--- src/rtl/ops_pkg.sv ---
// ----------------------------------------------------------------------------
// ops_pkg
// Shared types, constants and register codes of the ook pulse slicer.
// ----------------------------------------------------------------------------
package ops_pkg;

	// default geometry of the majority filter and signal strength delay line
	localparam int WINDOW_LEN_DEF = 11;
	localparam int DELAY_LEN_DEF  = 14;

	// command queue between classifier and record builder
	localparam int QDEPTH = 2;
	localparam int QAW    = (QDEPTH > 1) ? $clog2(QDEPTH) : 1;
	localparam int QCW    = $clog2(QDEPTH + 1);

	// saturation limits
	localparam logic [15:0] TICK_MAX = 16'hFFFF;
	localparam logic [15:0] DUR_MAX  = 16'hFFFF;
	localparam logic [15:0] FLUSH_TAIL_US = 16'd1;

	// peak threshold emulation
	localparam logic [7:0] THD_RESET    = 8'd100;
	localparam logic [7:0] THD_MARGIN   = 8'd12;
	localparam logic [7:0] STRONG_LIMIT = 8'd200;
	localparam logic [7:0] OUTLIER_THD  = 8'd188;

	// register reset values
	localparam logic [7:0]  FIXED_THD_RST   = 8'd60;
	localparam logic [15:0] FLUSH_TICKS_RST = 16'd200;
	localparam logic [7:0]  PERIOD_US_RST   = 8'd25;

	// configuration port geometry
	localparam int CFG_IDX_W  = 2;
	localparam int CFG_DATA_W = 16;

	typedef enum logic [CFG_IDX_W-1:0] {
		REG_FIXED_THRESHOLD  = 2'd0,
		REG_FLUSH_TICKS      = 2'd1,
		REG_SAMPLE_PERIOD_US = 2'd2
	} reg_idx_t;

	typedef struct packed {
		logic [7:0]  fixed_threshold;
		logic [15:0] flush_ticks;
		logic [7:0]  sample_period_us;
	} cfg_t;

	// one classified event, expanded by the back end into one or two records
	typedef struct packed {
		logic        flush;
		logic [15:0] ticks;
		logic        level;
		logic [7:0]  rssi;
		logic [7:0]  thd;
	} cmd_t;

endpackage

--- src/rtl/ops_sample_if.sv ---
// ----------------------------------------------------------------------------
// ops_sample_if
// Sample channel: one raw data bit and one signal strength byte per transaction.
// ----------------------------------------------------------------------------
interface ops_sample_if;
	logic       valid;
	logic       ready;
	logic       data_bit;
	logic [7:0] signal_strength;

	modport source (output valid, output data_bit, output signal_strength, input ready);
	modport sink   (input valid, input data_bit, input signal_strength, output ready);
endinterface

--- src/rtl/ops_record_if.sv ---
// ----------------------------------------------------------------------------
// ops_record_if
// Pulse record channel: one pulse record per transaction.
// ----------------------------------------------------------------------------
interface ops_record_if;
	logic        valid;
	logic        ready;
	logic [15:0] duration_us;
	logic        level;
	logic [7:0]  pulse_rssi;
	logic        is_flush;
	logic [7:0]  peak_threshold;
	logic        last;

	modport source (output valid, output duration_us, output level, output pulse_rssi,
		output is_flush, output peak_threshold, output last, input ready);
	modport sink   (input valid, input duration_us, input level, input pulse_rssi,
		input is_flush, input peak_threshold, input last, output ready);
endinterface

--- src/rtl/ops_cfg_if.sv ---
// ----------------------------------------------------------------------------
// ops_cfg_if
// Configuration write channel: register index and write data per transaction.
// ----------------------------------------------------------------------------
interface ops_cfg_if;
	logic                             valid;
	logic                             ready;
	logic [ops_pkg::CFG_IDX_W-1:0]    index;
	logic [ops_pkg::CFG_DATA_W-1:0]   data;

	modport source (output valid, output index, output data, input ready);
	modport sink   (input valid, input index, input data, output ready);
endinterface

--- src/rtl/ops_front.sv ---
// ----------------------------------------------------------------------------
// ops_front
// Sample classifier: majority filter, edge and quiet-period detection,
// signal strength delay line and peak threshold emulation.
// ----------------------------------------------------------------------------
module ops_front #(
	parameter int WINDOW_LEN = ops_pkg::WINDOW_LEN_DEF,
	parameter int DELAY_LEN  = ops_pkg::DELAY_LEN_DEF
) (
	input  logic          clk,
	input  logic          arst_n,
	ops_sample_if.sink    samples,
	input  ops_pkg::cfg_t cfg,
	output logic          push_valid,
	input  logic          push_ready,
	output ops_pkg::cmd_t push_cmd
);

	localparam int CNT_W   = $clog2(WINDOW_LEN + 1);
	localparam int HALF    = WINDOW_LEN / 2;
	localparam int DLY_OFF = (HALF + 2) % DELAY_LEN;
	localparam int DAW     = $clog2(DELAY_LEN);

	logic [WINDOW_LEN-1:0] window_q;
	logic                  level_q;
	logic [15:0]           ticks_q;
	logic [7:0]            dly_q [DELAY_LEN];
	logic [DAW-1:0]        wr_idx_q;
	logic [7:0]            steady_q;
	logic [7:0]            thd_q;
	logic [2:0]            phase_q;

	logic [WINDOW_LEN-1:0] window_n;
	logic [CNT_W-1:0]      count_n;
	logic                  now_level;
	logic [DAW-1:0]        rd_idx;
	logic [DAW-1:0]        wr_idx_n;
	logic [7:0]            delayed;
	logic [15:0]           ticks_inc;
	logic                  stepped;
	logic                  is_edge;
	logic                  is_flush;
	logic                  accept;
	logic [2:0]            phase_n;
	logic [7:0]            thd_dec;
	logic [7:0]            thd_n;

	assign samples.ready = push_ready;
	assign accept        = samples.valid && push_ready;

	// majority filter over the shifted window
	always_comb begin
		window_n = {window_q[WINDOW_LEN-2:0], samples.data_bit};
		count_n  = '0;
		for (int i = 0; i < WINDOW_LEN; i++) begin
			count_n = count_n + CNT_W'(window_n[i]);
		end
		now_level = (count_n > CNT_W'(HALF));
	end

	// delay line read position, a fixed number of samples behind the write
	always_comb begin
		if (wr_idx_q >= DAW'(DLY_OFF)) begin
			rd_idx = wr_idx_q - DAW'(DLY_OFF);
		end else begin
			rd_idx = wr_idx_q + DAW'(DELAY_LEN - DLY_OFF);
		end
		wr_idx_n = (wr_idx_q == DAW'(DELAY_LEN - 1)) ? '0 : wr_idx_q + 1'b1;
		delayed  = dly_q[rd_idx];
	end

	// edge and quiet-period classification
	always_comb begin
		stepped   = (ticks_q != ops_pkg::TICK_MAX);
		ticks_inc = stepped ? ticks_q + 16'd1 : ticks_q;
		is_edge   = (now_level != level_q);
		is_flush  = !is_edge && stepped && (ticks_inc == cfg.flush_ticks);

		push_valid     = accept && (is_edge || is_flush);
		push_cmd.flush = is_flush;
		push_cmd.ticks = ticks_inc;
		push_cmd.level = level_q;
		push_cmd.rssi  = is_edge ? steady_q : 8'd0;
		push_cmd.thd   = thd_q;
	end

	// peak threshold: slow decay toward the floor, jump below strong signals
	always_comb begin
		phase_n = phase_q + 3'd1;
		if (phase_n == 3'd0 && thd_q > cfg.fixed_threshold) begin
			thd_dec = thd_q - 8'd1;
		end else begin
			thd_dec = thd_q;
		end
		thd_n = thd_dec;
		if ({1'b0, samples.signal_strength} > ({1'b0, thd_dec} + {1'b0, ops_pkg::THD_MARGIN}))
		begin
			if (samples.signal_strength > ops_pkg::STRONG_LIMIT) begin
				thd_n = ops_pkg::OUTLIER_THD;
			end else begin
				thd_n = samples.signal_strength - ops_pkg::THD_MARGIN;
			end
			if (thd_n < cfg.fixed_threshold) begin
				thd_n = cfg.fixed_threshold;
			end
		end
	end

	// state update per accepted sample
	always_ff @(posedge clk or negedge arst_n) begin
		if (!arst_n) begin
			window_q <= '0;
			level_q  <= 1'b0;
			ticks_q  <= '0;
			for (int i = 0; i < DELAY_LEN; i++) begin
				dly_q[i] <= '0;
			end
			wr_idx_q <= '0;
			steady_q <= '0;
			thd_q    <= ops_pkg::THD_RESET;
			phase_q  <= '0;
		end else if (accept) begin
			window_q        <= window_n;
			level_q         <= now_level;
			ticks_q         <= is_edge ? 16'd0 : ticks_inc;
			dly_q[wr_idx_q] <= samples.signal_strength;
			wr_idx_q        <= wr_idx_n;
			steady_q        <= delayed;
			thd_q           <= thd_n;
			phase_q         <= phase_n;
		end
	end

`ifndef SYNTHESIS
	a_edge_clears_ticks: assert property (@(posedge clk) disable iff (!arst_n)
		(accept && is_edge) |=> (ticks_q == 16'd0))
		else $error("tick counter not cleared after an edge");
`endif

endmodule

--- src/rtl/ops_queue.sv ---
// ----------------------------------------------------------------------------
// ops_queue
// Short command queue between the classifier and the record builder.
// ----------------------------------------------------------------------------
module ops_queue (
	input  logic          clk,
	input  logic          arst_n,
	input  logic          push_valid,
	output logic          push_ready,
	input  ops_pkg::cmd_t push_cmd,
	output logic          pop_valid,
	input  logic          pop_ready,
	output ops_pkg::cmd_t head
);

	ops_pkg::cmd_t                 mem_q [ops_pkg::QDEPTH];
	logic [ops_pkg::QAW-1:0]       wr_ptr_q;
	logic [ops_pkg::QAW-1:0]       rd_ptr_q;
	logic [ops_pkg::QCW-1:0]       count_q;
	logic                          do_push;
	logic                          do_pop;

	assign push_ready = (count_q != ops_pkg::QCW'(ops_pkg::QDEPTH));
	assign pop_valid  = (count_q != '0);
	assign head       = mem_q[rd_ptr_q];
	assign do_push    = push_valid && push_ready;
	assign do_pop     = pop_valid && pop_ready;

	// entry storage
	always_ff @(posedge clk) begin
		if (do_push) begin
			mem_q[wr_ptr_q] <= push_cmd;
		end
	end

	// pointers and fill count
	always_ff @(posedge clk or negedge arst_n) begin
		if (!arst_n) begin
			wr_ptr_q <= '0;
			rd_ptr_q <= '0;
			count_q  <= '0;
		end else begin
			if (do_push) begin
				wr_ptr_q <= (wr_ptr_q == ops_pkg::QAW'(ops_pkg::QDEPTH - 1)) ? '0
					: wr_ptr_q + 1'b1;
			end
			if (do_pop) begin
				rd_ptr_q <= (rd_ptr_q == ops_pkg::QAW'(ops_pkg::QDEPTH - 1)) ? '0
					: rd_ptr_q + 1'b1;
			end
			if (do_push && !do_pop) begin
				count_q <= count_q + 1'b1;
			end else if (do_pop && !do_push) begin
				count_q <= count_q - 1'b1;
			end
		end
	end

`ifndef SYNTHESIS
	a_count_bound: assert property (@(posedge clk) disable iff (!arst_n)
		count_q <= ops_pkg::QCW'(ops_pkg::QDEPTH))
		else $error("command queue overfilled");
`endif

endmodule

--- src/rtl/ops_back.sv ---
// ----------------------------------------------------------------------------
// ops_back
// Record builder: scales tick counts to saturated microseconds and expands
// each command into its pulse records behind an output register.
// ----------------------------------------------------------------------------
module ops_back (
	input  logic          clk,
	input  logic          arst_n,
	input  ops_pkg::cfg_t cfg,
	input  logic          pop_valid,
	output logic          pop_ready,
	input  ops_pkg::cmd_t head,
	ops_record_if.source  records
);

	logic        out_valid_q;
	logic        second_q;
	logic [15:0] dur_q;
	logic        level_q;
	logic [7:0]  rssi_q;
	logic        flush_q;
	logic [7:0]  thd_q;
	logic        last_q;

	logic        advance;
	logic        emit;
	logic [23:0] product;
	logic [15:0] dur_sat;

	assign advance   = !out_valid_q || records.ready;
	assign emit      = advance && pop_valid;
	assign pop_ready = advance && (!head.flush || second_q);

	// duration scaling with saturation
	always_comb begin
		product = {8'd0, head.ticks} * {16'd0, cfg.sample_period_us};
		dur_sat = (product > {8'd0, ops_pkg::DUR_MAX}) ? ops_pkg::DUR_MAX : product[15:0];
	end

	// output register and flush pair sequencing
	always_ff @(posedge clk or negedge arst_n) begin
		if (!arst_n) begin
			out_valid_q <= 1'b0;
			second_q    <= 1'b0;
		end else if (emit) begin
			out_valid_q <= 1'b1;
			second_q    <= head.flush && !second_q;
		end else if (records.ready) begin
			out_valid_q <= 1'b0;
		end
	end

	// record payload
	always_ff @(posedge clk) begin
		if (emit) begin
			thd_q <= head.thd;
			priority if (head.flush && second_q) begin
				dur_q   <= ops_pkg::FLUSH_TAIL_US;
				level_q <= !head.level;
				rssi_q  <= 8'd0;
				flush_q <= 1'b1;
				last_q  <= 1'b1;
			end else if (head.flush) begin
				dur_q   <= dur_sat;
				level_q <= head.level;
				rssi_q  <= 8'd0;
				flush_q <= 1'b1;
				last_q  <= 1'b0;
			end else begin
				dur_q   <= dur_sat;
				level_q <= head.level;
				rssi_q  <= head.rssi;
				flush_q <= 1'b0;
				last_q  <= 1'b1;
			end
		end
	end

	assign records.valid          = out_valid_q;
	assign records.duration_us    = dur_q;
	assign records.level          = level_q;
	assign records.pulse_rssi     = rssi_q;
	assign records.is_flush       = flush_q;
	assign records.peak_threshold = thd_q;
	assign records.last           = last_q;

`ifndef SYNTHESIS
	a_second_has_head: assert property (@(posedge clk) disable iff (!arst_n)
		second_q |-> (pop_valid && head.flush))
		else $error("flush tail pending without its command");
	a_not_last_pending: assert property (@(posedge clk) disable iff (!arst_n)
		(out_valid_q && !last_q) |-> (second_q && flush_q))
		else $error("non-final record without a pending flush tail");
`endif

endmodule

--- src/rtl/ook_pulse_slicer.sv ---
// ----------------------------------------------------------------------------
// ook_pulse_slicer
// On-off-keyed pulse slicer: majority-filtered edge timing with flush pairs.
// ----------------------------------------------------------------------------
// The block takes one sample transaction per clock cycle as long as its
// two-entry command queue has room. A sample that changes the filtered level
// yields one pulse record; a sample that completes the quiet period yields a
// flush pair of two records. The record builder sends one record per cycle
// while the record channel is ready; the first record of a sample passes the
// queue entry, then the output register, before it is presented on the record
// channel. Input stalls only while the queue is full, which happens when the
// output side is held back or a flush pair is followed at once by further
// records.
// Configuration writes are taken in any cycle; register them while idle.
// ----------------------------------------------------------------------------
module ook_pulse_slicer #(
	parameter int WINDOW_LEN = ops_pkg::WINDOW_LEN_DEF,
	parameter int DELAY_LEN  = ops_pkg::DELAY_LEN_DEF
) (
	input  logic         clk,
	input  logic         arst_n,
	ops_sample_if.sink   samples,
	ops_record_if.source records,
	ops_cfg_if.sink      cfg
);

	ops_pkg::cfg_t cfg_q;
	logic          push_valid;
	logic          push_ready;
	ops_pkg::cmd_t push_cmd;
	logic          pop_valid;
	logic          pop_ready;
	ops_pkg::cmd_t head;

	assign cfg.ready = 1'b1;

	// configuration registers
	always_ff @(posedge clk or negedge arst_n) begin
		if (!arst_n) begin
			cfg_q.fixed_threshold  <= ops_pkg::FIXED_THD_RST;
			cfg_q.flush_ticks      <= ops_pkg::FLUSH_TICKS_RST;
			cfg_q.sample_period_us <= ops_pkg::PERIOD_US_RST;
		end else if (cfg.valid) begin
			unique case (ops_pkg::reg_idx_t'(cfg.index))
				ops_pkg::REG_FIXED_THRESHOLD: begin
					cfg_q.fixed_threshold <= cfg.data[7:0];
				end
				ops_pkg::REG_FLUSH_TICKS: begin
					cfg_q.flush_ticks <= cfg.data[15:0];
				end
				ops_pkg::REG_SAMPLE_PERIOD_US: begin
					cfg_q.sample_period_us <= cfg.data[7:0];
				end
				default: begin
				end
			endcase
		end
	end

	// classifier
	ops_front #(
		.WINDOW_LEN (WINDOW_LEN),
		.DELAY_LEN  (DELAY_LEN)
	) u_front (
		.clk        (clk),
		.arst_n     (arst_n),
		.samples    (samples),
		.cfg        (cfg_q),
		.push_valid (push_valid),
		.push_ready (push_ready),
		.push_cmd   (push_cmd)
	);

	// command queue
	ops_queue u_queue (
		.clk        (clk),
		.arst_n     (arst_n),
		.push_valid (push_valid),
		.push_ready (push_ready),
		.push_cmd   (push_cmd),
		.pop_valid  (pop_valid),
		.pop_ready  (pop_ready),
		.head       (head)
	);

	// record builder
	ops_back u_back (
		.clk       (clk),
		.arst_n    (arst_n),
		.cfg       (cfg_q),
		.pop_valid (pop_valid),
		.pop_ready (pop_ready),
		.head      (head),
		.records   (records)
	);

endmodule

--- src/flat_wrapper.sv ---
// flat-port wrapper written by rule: the top's interface ports become plain ports
module ook_pulse_slicer_flat 
#(
	parameter int WINDOW_LEN = ops_pkg::WINDOW_LEN_DEF,
	parameter int DELAY_LEN  = ops_pkg::DELAY_LEN_DEF
)
  (clk, arst_n, samples_valid, samples_data_bit, samples_signal_strength, samples_ready, records_valid, records_duration_us, records_level, records_pulse_rssi, records_is_flush, records_peak_threshold, records_last, records_ready, cfg_valid, cfg_index, cfg_data, cfg_ready);
  ops_sample_if samples_i ();
  ops_record_if records_i ();
  ops_cfg_if cfg_i ();
  input  logic clk;
  input  logic arst_n;
  input wire logic [$bits(samples_i.valid)-1:0] samples_valid;
  input wire logic [$bits(samples_i.data_bit)-1:0] samples_data_bit;
  input wire logic [$bits(samples_i.signal_strength)-1:0] samples_signal_strength;
  output wire logic [$bits(samples_i.ready)-1:0] samples_ready;
  output wire logic [$bits(records_i.valid)-1:0] records_valid;
  output wire logic [$bits(records_i.duration_us)-1:0] records_duration_us;
  output wire logic [$bits(records_i.level)-1:0] records_level;
  output wire logic [$bits(records_i.pulse_rssi)-1:0] records_pulse_rssi;
  output wire logic [$bits(records_i.is_flush)-1:0] records_is_flush;
  output wire logic [$bits(records_i.peak_threshold)-1:0] records_peak_threshold;
  output wire logic [$bits(records_i.last)-1:0] records_last;
  input wire logic [$bits(records_i.ready)-1:0] records_ready;
  input wire logic [$bits(cfg_i.valid)-1:0] cfg_valid;
  input wire logic [$bits(cfg_i.index)-1:0] cfg_index;
  input wire logic [$bits(cfg_i.data)-1:0] cfg_data;
  output wire logic [$bits(cfg_i.ready)-1:0] cfg_ready;
  assign samples_i.valid = samples_valid;
  assign samples_i.data_bit = samples_data_bit;
  assign samples_i.signal_strength = samples_signal_strength;
  assign samples_ready = samples_i.ready;
  assign records_valid = records_i.valid;
  assign records_duration_us = records_i.duration_us;
  assign records_level = records_i.level;
  assign records_pulse_rssi = records_i.pulse_rssi;
  assign records_is_flush = records_i.is_flush;
  assign records_peak_threshold = records_i.peak_threshold;
  assign records_last = records_i.last;
  assign records_i.ready = records_ready;
  assign cfg_i.valid = cfg_valid;
  assign cfg_i.index = cfg_index;
  assign cfg_i.data = cfg_data;
  assign cfg_ready = cfg_i.ready;
  ook_pulse_slicer #(.WINDOW_LEN(WINDOW_LEN), .DELAY_LEN(DELAY_LEN)) u_core (.clk(clk), .arst_n(arst_n), .samples(samples_i), .records(records_i), .cfg(cfg_i));
endmodule
--- config.mk ---
export PLATFORM = sky130hd
export DESIGN_NAME = ook_pulse_slicer_flat
export DESIGN_NICKNAME = d
export VERILOG_FILES = /design/src/rtl/ops_pkg.sv /design/src/rtl/ops_sample_if.sv /design/src/rtl/ops_record_if.sv /design/src/rtl/ops_cfg_if.sv /design/src/rtl/ops_front.sv /design/src/rtl/ops_queue.sv /design/src/rtl/ops_back.sv /design/src/rtl/ook_pulse_slicer.sv /design/src/flat_wrapper.sv
export SDC_FILE = /design/constraint.sdc
export NUM_CORES = 1
export LEC_CHECK = 0
export ABC_AREA = 1
export BUFFER_PORTS_ARGS = -buffer_cell sky130_fd_sc_hd__buf_2
export CORE_MARGIN = 2
export CORE_UTILIZATION = 51
export CTS_CLUSTER_SIZE = 14
export DETAILED_ROUTE_END_ITERATION = 8
export GPL_TIMING_DRIVEN = 0
export PLACE_DENSITY = 0.76
export SLEW_MARGIN = 20
export SYNTH_ARGS = -nofsm -noshare
export SYNTH_HDL_FRONTEND = slang
export SYNTH_SLANG_ARGS = --single-unit
--- constraint.sdc ---
create_clock -name clk -period 8.3 [get_ports clk]
set_clock_uncertainty 0.05 [all_clocks]
set_input_delay 0.83 -clock clk [delete_from_list [all_inputs] [get_ports clk]]
set_output_delay 0.83 -clock clk [all_outputs]
set_load 0.03 [all_outputs]
==> impl_results.md, run 1 <==
* Status: finished clean
* Post-DP HPWL at around 36,000 um
* Distinct cells, synth at between 40 and 50
* H-tree Lvls at 2
* Crit path max fanout at 10
* Layout cells sized above 1 at 0.0840
* RSZ-0062 raised after global routing: false
* Maxcap violations at 0
* Crit path top cell by count: fa_1
* N_diodes at 0
* Worst Tran Pin Value at 0.926 ns
* Syn Nets at 2,424
* Total gr overflow at 0
* Adder-Cell Fraction of Synth Area at 0.151
* Pre-CTS WS at 1.70 ns
* Area grow syn2layout at 12.0%
* Setup slack after layout at 1.63 ns
* Worst Reg-to-Reg Cells at 22
* Final #Nets at 2,533
* CTS sink cnt at 303
* Clk root buf: clkbuf_16
* Worst-Skew Late Latency at 0.55 ns
* Drt drc at 0
* F_max at 150 MHz
* FF+latch count, synth at 303
* Post-Synth XOR/XNOR Area at 0.0218
* Cell taking the most area after synthesis: dfrtp_1
* Largest family of logic cells by synthesized area: simple AND/OR/NAND/NOR gates
* Post-synth ARST share at 0.660
* Crit-path slowest cell: mux2i_1
* Max-slew headroom at 0.365
* Worst r2r src: u_core.u_queue.rd_ptr_q
* Cell Area, Synth at 0.0187 mm2
* Largest net degree at the start of global routing at 93
* Post-Syn Area per Cell at 8.44 um2
* Worst-path clk slew at ~0.07 ns
* Vias in the first global route at 15,208
* Setup crit end kind: flip-flop
* Routability cong. at 0.954
* Drt first pass iters at 8
* Chip width at 196 um
* Final Hold Vio Count at 0
* Clock buffer depth at 3
* Dpl cells at about 2,800
* Sequential area share after synthesis at 0.433
* I/O Buffers at 68
* Crit path required time at 8.53 ns
* IO Pins at 70
* Worst-path cell chain: buf_2 -> buf_1 -> mux2i_1 -> nor2_1 -> fa_1 -> inv_1 -> fa_1 -> fa_1 -> fa_1 -> inv_1 -> ha_1 -> a21oi_1 -> a21boi_0 -> nand2_1 -> nand2_1 -> nand3_1 -> xor2_1 -> nor2_1 -> nand3_2 -> buf_6 -> nor2_1 -> nand2_1
* Site Rows at 70
* Proportion of synthesized area in mux cells at 0.00655
* Tmin final at 6.67 ns
* Min-Delay Path Class: in -> async
* Vias per cell at 5.46
* CTS tree: done
* Post-CTS setup buffers at 0
* Max incr delay on CP at 0.80 ns
* Vias at 15,425
* Post-route insts no fill at 2,824
* Starting Density at 0.515
* Num CTS Buffers at 35
* Initial antenna violation count at 1
* FF-to-FF setup slack at about 1.6 ns
* Number of synthesized flops with an enable pin at around 100
* Gr usage total at 0.259
* Area contributors post-synth: dfrtp_1, edfxtp_1, nand2_1, fa_1, o21ai_0
* Most used DFF post-synth: dfrtp_1
* Full die area at 0.0383 mm2
* First-pass GRT wire length at slightly below 80,000 um
* CTS resizes at 0
* Synth warn at 0
* Die H at about 200 um
* Arrival @ worst endpoint at 6.90 ns
* Critical path class: reg -> reg
* RR Endpoint: u_core.u_back.records.duration_us[0]
* Wire per inst at ~17 um
* Share of the synthesized area in the top cell type at 0.250
* Tcrit/Tclk final at 0.803
* Post-CTS Hold Buffers at 0
* Worst Setup Start Kind: flip-flop
* Max-slew violation count at 0
* Simple-gate portion of the synthesized area at 0.225
* DRT iter0 DRCs at about 1,500
* CORE AREA at 0.0363 mm2
* Compound-Gate Fraction of Synth Area at 0.0872
* Post-route ant nets at 0
* Syn Inst Count at 2,220
* Post-layout util at 0.577
* Setup TNS at 0 ns
* Total Wirelength at roughly 49,000 um
* Final setup violation count at 0
==> registers in the layout, summed over array words and instances, names as in the netlist, 3 cells and up <==
name                                  count
u_core.u_front.thd_q                      8
u_core.cfg_q                             32
u_core.u_front.ticks_q                   16
u_core.u_back.records.duration_us        16
u_core.u_front.window_q                  10
u_core.u_front.steady_q                   8
u_core.u_back.records.pulse_rssi          8
u_core.u_back.records.peak_threshold      8
u_core.u_front.dly_q                    112
u_core.u_front.wr_idx_q                   4
u_core.u_queue.mem_q                     68
u_core.u_front.phase_q                    3
==> worst max-delay path, delay by kind of cell, from the launching register on <==
kind	cells	cell delay [ns]
AO/OA/AOI/OAI	2	0.53
buffers and inverters	5	1.07
adder cells (fa/ha/maj)	5	2.52
multiplexers	1	0.80
flip-flops	1	0.32
XOR/XNOR	1	0.15
AND/OR/NAND/NOR	8	0.95
==> cells by family (layout without fill, tap and decap cells) <==
kind of cell             Yosys count  in the layout
adder cells (fa/ha/maj)          172            172
buffers and inverters            358            494
XOR/XNOR                          45             45
flip-flops                       303            303
AO/OA/AOI/OAI                    307            307
multiplexers                      12             12
other                              1              1
AND/OR/NAND/NOR                 1022           1022
==> synth_stat cells, types with 8 or more instances <==
cell,count
a21oi_1,52
a31oi_1,8
nand2_1,574
dfrtp_1,187
buf_2,8
mux2i_1,10
xor2_1,31
nand4_1,28
nand3_1,122
o21ai_0,210
or2_2,15
xnor2_1,13
ha_1,81
fa_1,91
edfxtp_1,103
clkbuf_1,62
dfstp_2,13
inv_1,274
nor2_1,254
==> worst max path at each step <==
stage                       startpoint                               endpoint  slack [ns]  depth (start not counted)
2_1_floorplan         samples_data_bit             u_core.u_queue.mem_q[1][0]        2.31                         16
3_3_place_gp          samples_data_bit            u_core.u_queue.mem_q[1][29]        0.88                         17
3_5_place_dp   u_core.u_queue.rd_ptr_q  u_core.u_back.records.duration_us[12]        1.70                         26
4_1_cts        u_core.u_queue.rd_ptr_q   u_core.u_back.records.duration_us[0]        1.65                         26
5_1_grt        u_core.u_queue.rd_ptr_q   u_core.u_back.records.duration_us[0]        1.21                         22
6_report       u_core.u_queue.rd_ptr_q   u_core.u_back.records.duration_us[0]        1.63                         22
==> stage by stage <==
step           hold slack [ns]  area, um2
2_1_floorplan            0.392      18700
3_3_place_gp             0.403      19700
5_1_grt                 0.0739      21000
3_5_place_dp             0.418      19800
4_1_cts                 0.0675      21000
6_report                0.0715      21000
==> placed cells by master (no fill, tap or decap), types with 35 or more instances in the layout <==
master,Yosys,routed
nand2_1,574,574
clkbuf_16,0,35
a21oi_1,52,52
nor2_1,254,252
dfrtp_1,187,187
buf_2,8,75
edfxtp_1,103,103
fa_1,91,91
inv_1,274,273
clkbuf_1,62,72
o21ai_0,210,210
nand3_1,122,122
ha_1,81,81
==> area by class of cell <==
| type | instances | area [um2] |
|---|---|---|
| flip-flops and latches | 303 | 8110 |
| fillers | 3181 | 15400 |
| clock buffers | 50 | 982 |
| plain buffers | 79 | 340 |
| clock inverters | 14 | 195 |
| inverters | 279 | 1050 |
| multi-input cells | 1559 | 9240 |
| repair buffers | 72 | 460 |
| well taps | 468 | 586 |
==> metal layers <==
| metal | GRT usage | wire (um) | up-vias |
|---|---|---|---|
| met5 | 0 | 10 | - |
| met4 | 0.104 | 1830 | 2 |
| met3 | 0.0439 | 3200 | 130 |
| met2 | 0.439 | 23300 | 591 |
| met1 | 0.334 | 20200 | 7371 |
| li1 | - | - | 7331 |
Power of run 1 is left out: the tool's default activity adds up to more than one toggle a clock period on the data nets, which glitch-free logic cannot reach.
==> run 2, diff against run 1 <==
==> constraint.sdc (replaced) <==
create_clock -name clk -period 6.9 [get_ports clk]
set_clock_uncertainty 0.05 [all_clocks]
set_input_delay 0.69 -clock clk [delete_from_list [all_inputs] [get_ports clk]]
set_output_delay 0.69 -clock clk [all_outputs]
set_load 0.03 [all_outputs]
==> impl_results.md, run 2 (synthesis results as in run 1) <==
* RR Endpoint: u_core.u_back.records.duration_us[0]
* CTS sink cnt at 303 (unchanged)
* Leading cell type in the layout, fill and taps excluded: nand2_1
* Footprint of the multi-input gates at 0.00927 mm2 (+0.28%)
* Routability cong. at 0.954 (unchanged)
* Pre-CTS WS at 0.297 ns (-1.40 ns)
* Initial antenna violation count at 1 (unchanged)
* IO Pins at 70 (unchanged)
* Wire per inst at 17.2 um (+0.19%)
* Total Wirelength at 48,700 um (+0.23%)
* Most frequent cells in the layout: nand2_1, inv_1, nor2_1, o21ai_0, dfrtp_1
* Vias in the first global route at 15,202 (-0.039%)
* RSZ-0062 raised after global routing: false
* CTS tree: done
* H-tree Lvls at 2 (unchanged)
* Post-CTS setup buffers at 0 (unchanged)
* Clock buffer depth at 3 (unchanged)
* Worst Reg-to-Reg Cells at 26 (+18%)
* Crit path required time at 7.14 ns (-1.39 ns)
* I/O Buffers at 68 (unchanged)
* Worst Setup Start Kind: flip-flop
* Min-Delay Path Class: in -> reg
* Crit path max fanout at 10 (unchanged)
* Post-route ant nets at 0 (unchanged)
* Max-slew violation count at 0 (unchanged)
* Setup slack after layout at 0.451 ns (-1.18 ns)
* Chip width at 196 um (unchanged)
* Post-DP HPWL at 36,400 um (unchanged)
* Tcrit/Tclk final at 0.935 (+0.131)
* FF-to-FF setup slack at 0.45 ns (-1.18 ns)
* Critical path class: reg -> reg
* Starting Density at 0.515 (unchanged)
* Die H at 196 um (unchanged)
* Gr usage total at 0.259 (about the same)
* First-pass GRT wire length at 78,200 um (about the same)
* Area grow syn2layout at 12.2%
* Maxcap violations at 0 (unchanged)
* Layout cells sized above 1 at 0.0874 (+0.00336)
* Worst-path clk slew at 0.06 ns (about the same)
* Tmin final at 6.45 ns (-0.219 ns)
* Worst r2r src: u_core.u_queue.rd_ptr_q
* Drt drc at 0 (unchanged)
* Worst-Skew Late Latency at 0.55 ns (about the same)
* Setup crit end kind: flip-flop
* N_diodes at 0 (unchanged)
* Vias per cell at 5.45 (-0.14%)
* Final Hold Vio Count at 0 (unchanged)
* Worst hold stages at 2
* Full die area at 0.0383 mm2 (unchanged)
* Fill cell count at 3,175 (-0.19%)
* Num CTS Buffers at 35 (unchanged)
* Status: finished clean
* Site Rows at 70 (unchanged)
* Top flop regs: u_core.u_front.dly_q: 112 flops, u_core.u_queue.mem_q: 68 flops, u_core.cfg_q: 32 flops
* Register area at 0.00811 mm2 (unchanged)
* F_max at 155 MHz (+3.4%)
* Worst hold endpoint: u_core.cfg_q[22]
* Hold Crit Start: cfg_data[14]
* Drt first pass iters at 6 (-2)
* Total gr overflow at 0 (unchanged)
* Largest net degree at the start of global routing at 93 (unchanged)
* Worst Setup SP: u_core.u_queue.rd_ptr_q
* CORE AREA at 0.0363 mm2 (unchanged)
* Clk root buf: clkbuf_16
* Vias at 15,409 (-0.10%)
* DRT iter0 DRCs at 1,390 (-6.6%)
* Final setup violation count at 0 (unchanged)
* Max-slew headroom at 0.362 (-0.00263)
* Largest register FFs at 112 (unchanged)
* Most flops, register: u_core.u_front.dly_q
* Arrival @ worst endpoint at 6.68 ns (-0.22 ns)
* Worst Tran Pin Value at 0.930 ns (+0.00383 ns)
* Final #Nets at 2,534 (+0.039%)
## run 2: cell count changes in the layout (fill, tap and decap cells not counted)
cell           delta
mux2i_1           -6
mux2i_2           +6
buf_1             -1
clkbuf_2          +1
dlygate4sd3_1     +1
o21ai_1           -1
o21ai_2           +1
## run 2: metrics by stage
step                      instance area (um2)   util  hold WS (ns)  cells  TNS [ns]
final                                   21000  0.578         0.348   2825         0
after global routing                    21000  0.578         0.351   2825         0
after CTS                               21000  0.577         0.339   2825         0
after detailed placement                19800  0.544         0.418   2760         0
after global placement                  19700  0.541         0.403   2756    -12.98
after floorplan                         18700      -         0.344   2220         0
## run 2: layout make-up
cell class	instances	share of cell area
plain buffers	79	0.0163
clock buffers	50	0.0468
clock inverters	14	0.00929
inverters	279	0.0499
multi-input cells	1559	0.441
flip-flops and latches	303	0.386
well taps	468	0.0279
repair buffers	73	0.0224
## run 2: worst max-delay path by stage
stage,end,slack (ns),depth (start not counted)
global placement,u_core.u_queue.mem_q[1][29],-0.38,17
finish,u_core.u_back.records.duration_us[0],0.45,26
CTS,u_core.u_back.records.duration_us[0],0.25,26
global route,u_core.u_back.records.duration_us[0],0.10,26
detailed placement,u_core.u_back.records.duration_us[12],0.30,26
floorplan,u_core.u_queue.mem_q[1][0],1.05,16
## run 2: critical path: stages, from the launching register on
cell and delay (ns):
dfrtp_1 0.32, buf_2 0.29, inv_1 0.22, clkbuf_1 0.31, or2_2 0.36, o21ai_2 0.18
nor2_1 0.11, fa_1 0.53, fa_1 0.53, fa_1 0.56, inv_1 0.08, fa_1 0.55
inv_1 0.05, ha_1 0.35, a21oi_1 0.31, nor2_1 0.07, nor2_1 0.17, nor2_1 0.06
nor2_1 0.09, nand2_1 0.08, xnor2_1 0.14, nand2_1 0.07, nor2_1 0.14, nand3_2 0.17
buf_6 0.19, nor2_1 0.12, nand2_1 0.08
## run 2: per-layer routing
layer	vias to the layer above	GRT usage	wire length, um
met4	2	0.104	2040
li1	7333	-	-
met3	149	0.0439	3180
met5	-	0	10
met2	566	0.439	23300
met1	7359	0.334	20100
## run 2: repair_timing
| item | 4_1_cts | 5_1_grt |
|---|---|---|
| hold endpoints to repair | 17 | 0 |
| hold buffers | 1 | 0 |
| gates resized for setup | 0 | 8 |
| setup endpoints to repair | 0 | 13 |
Power of run 2 is left out for the same reason.
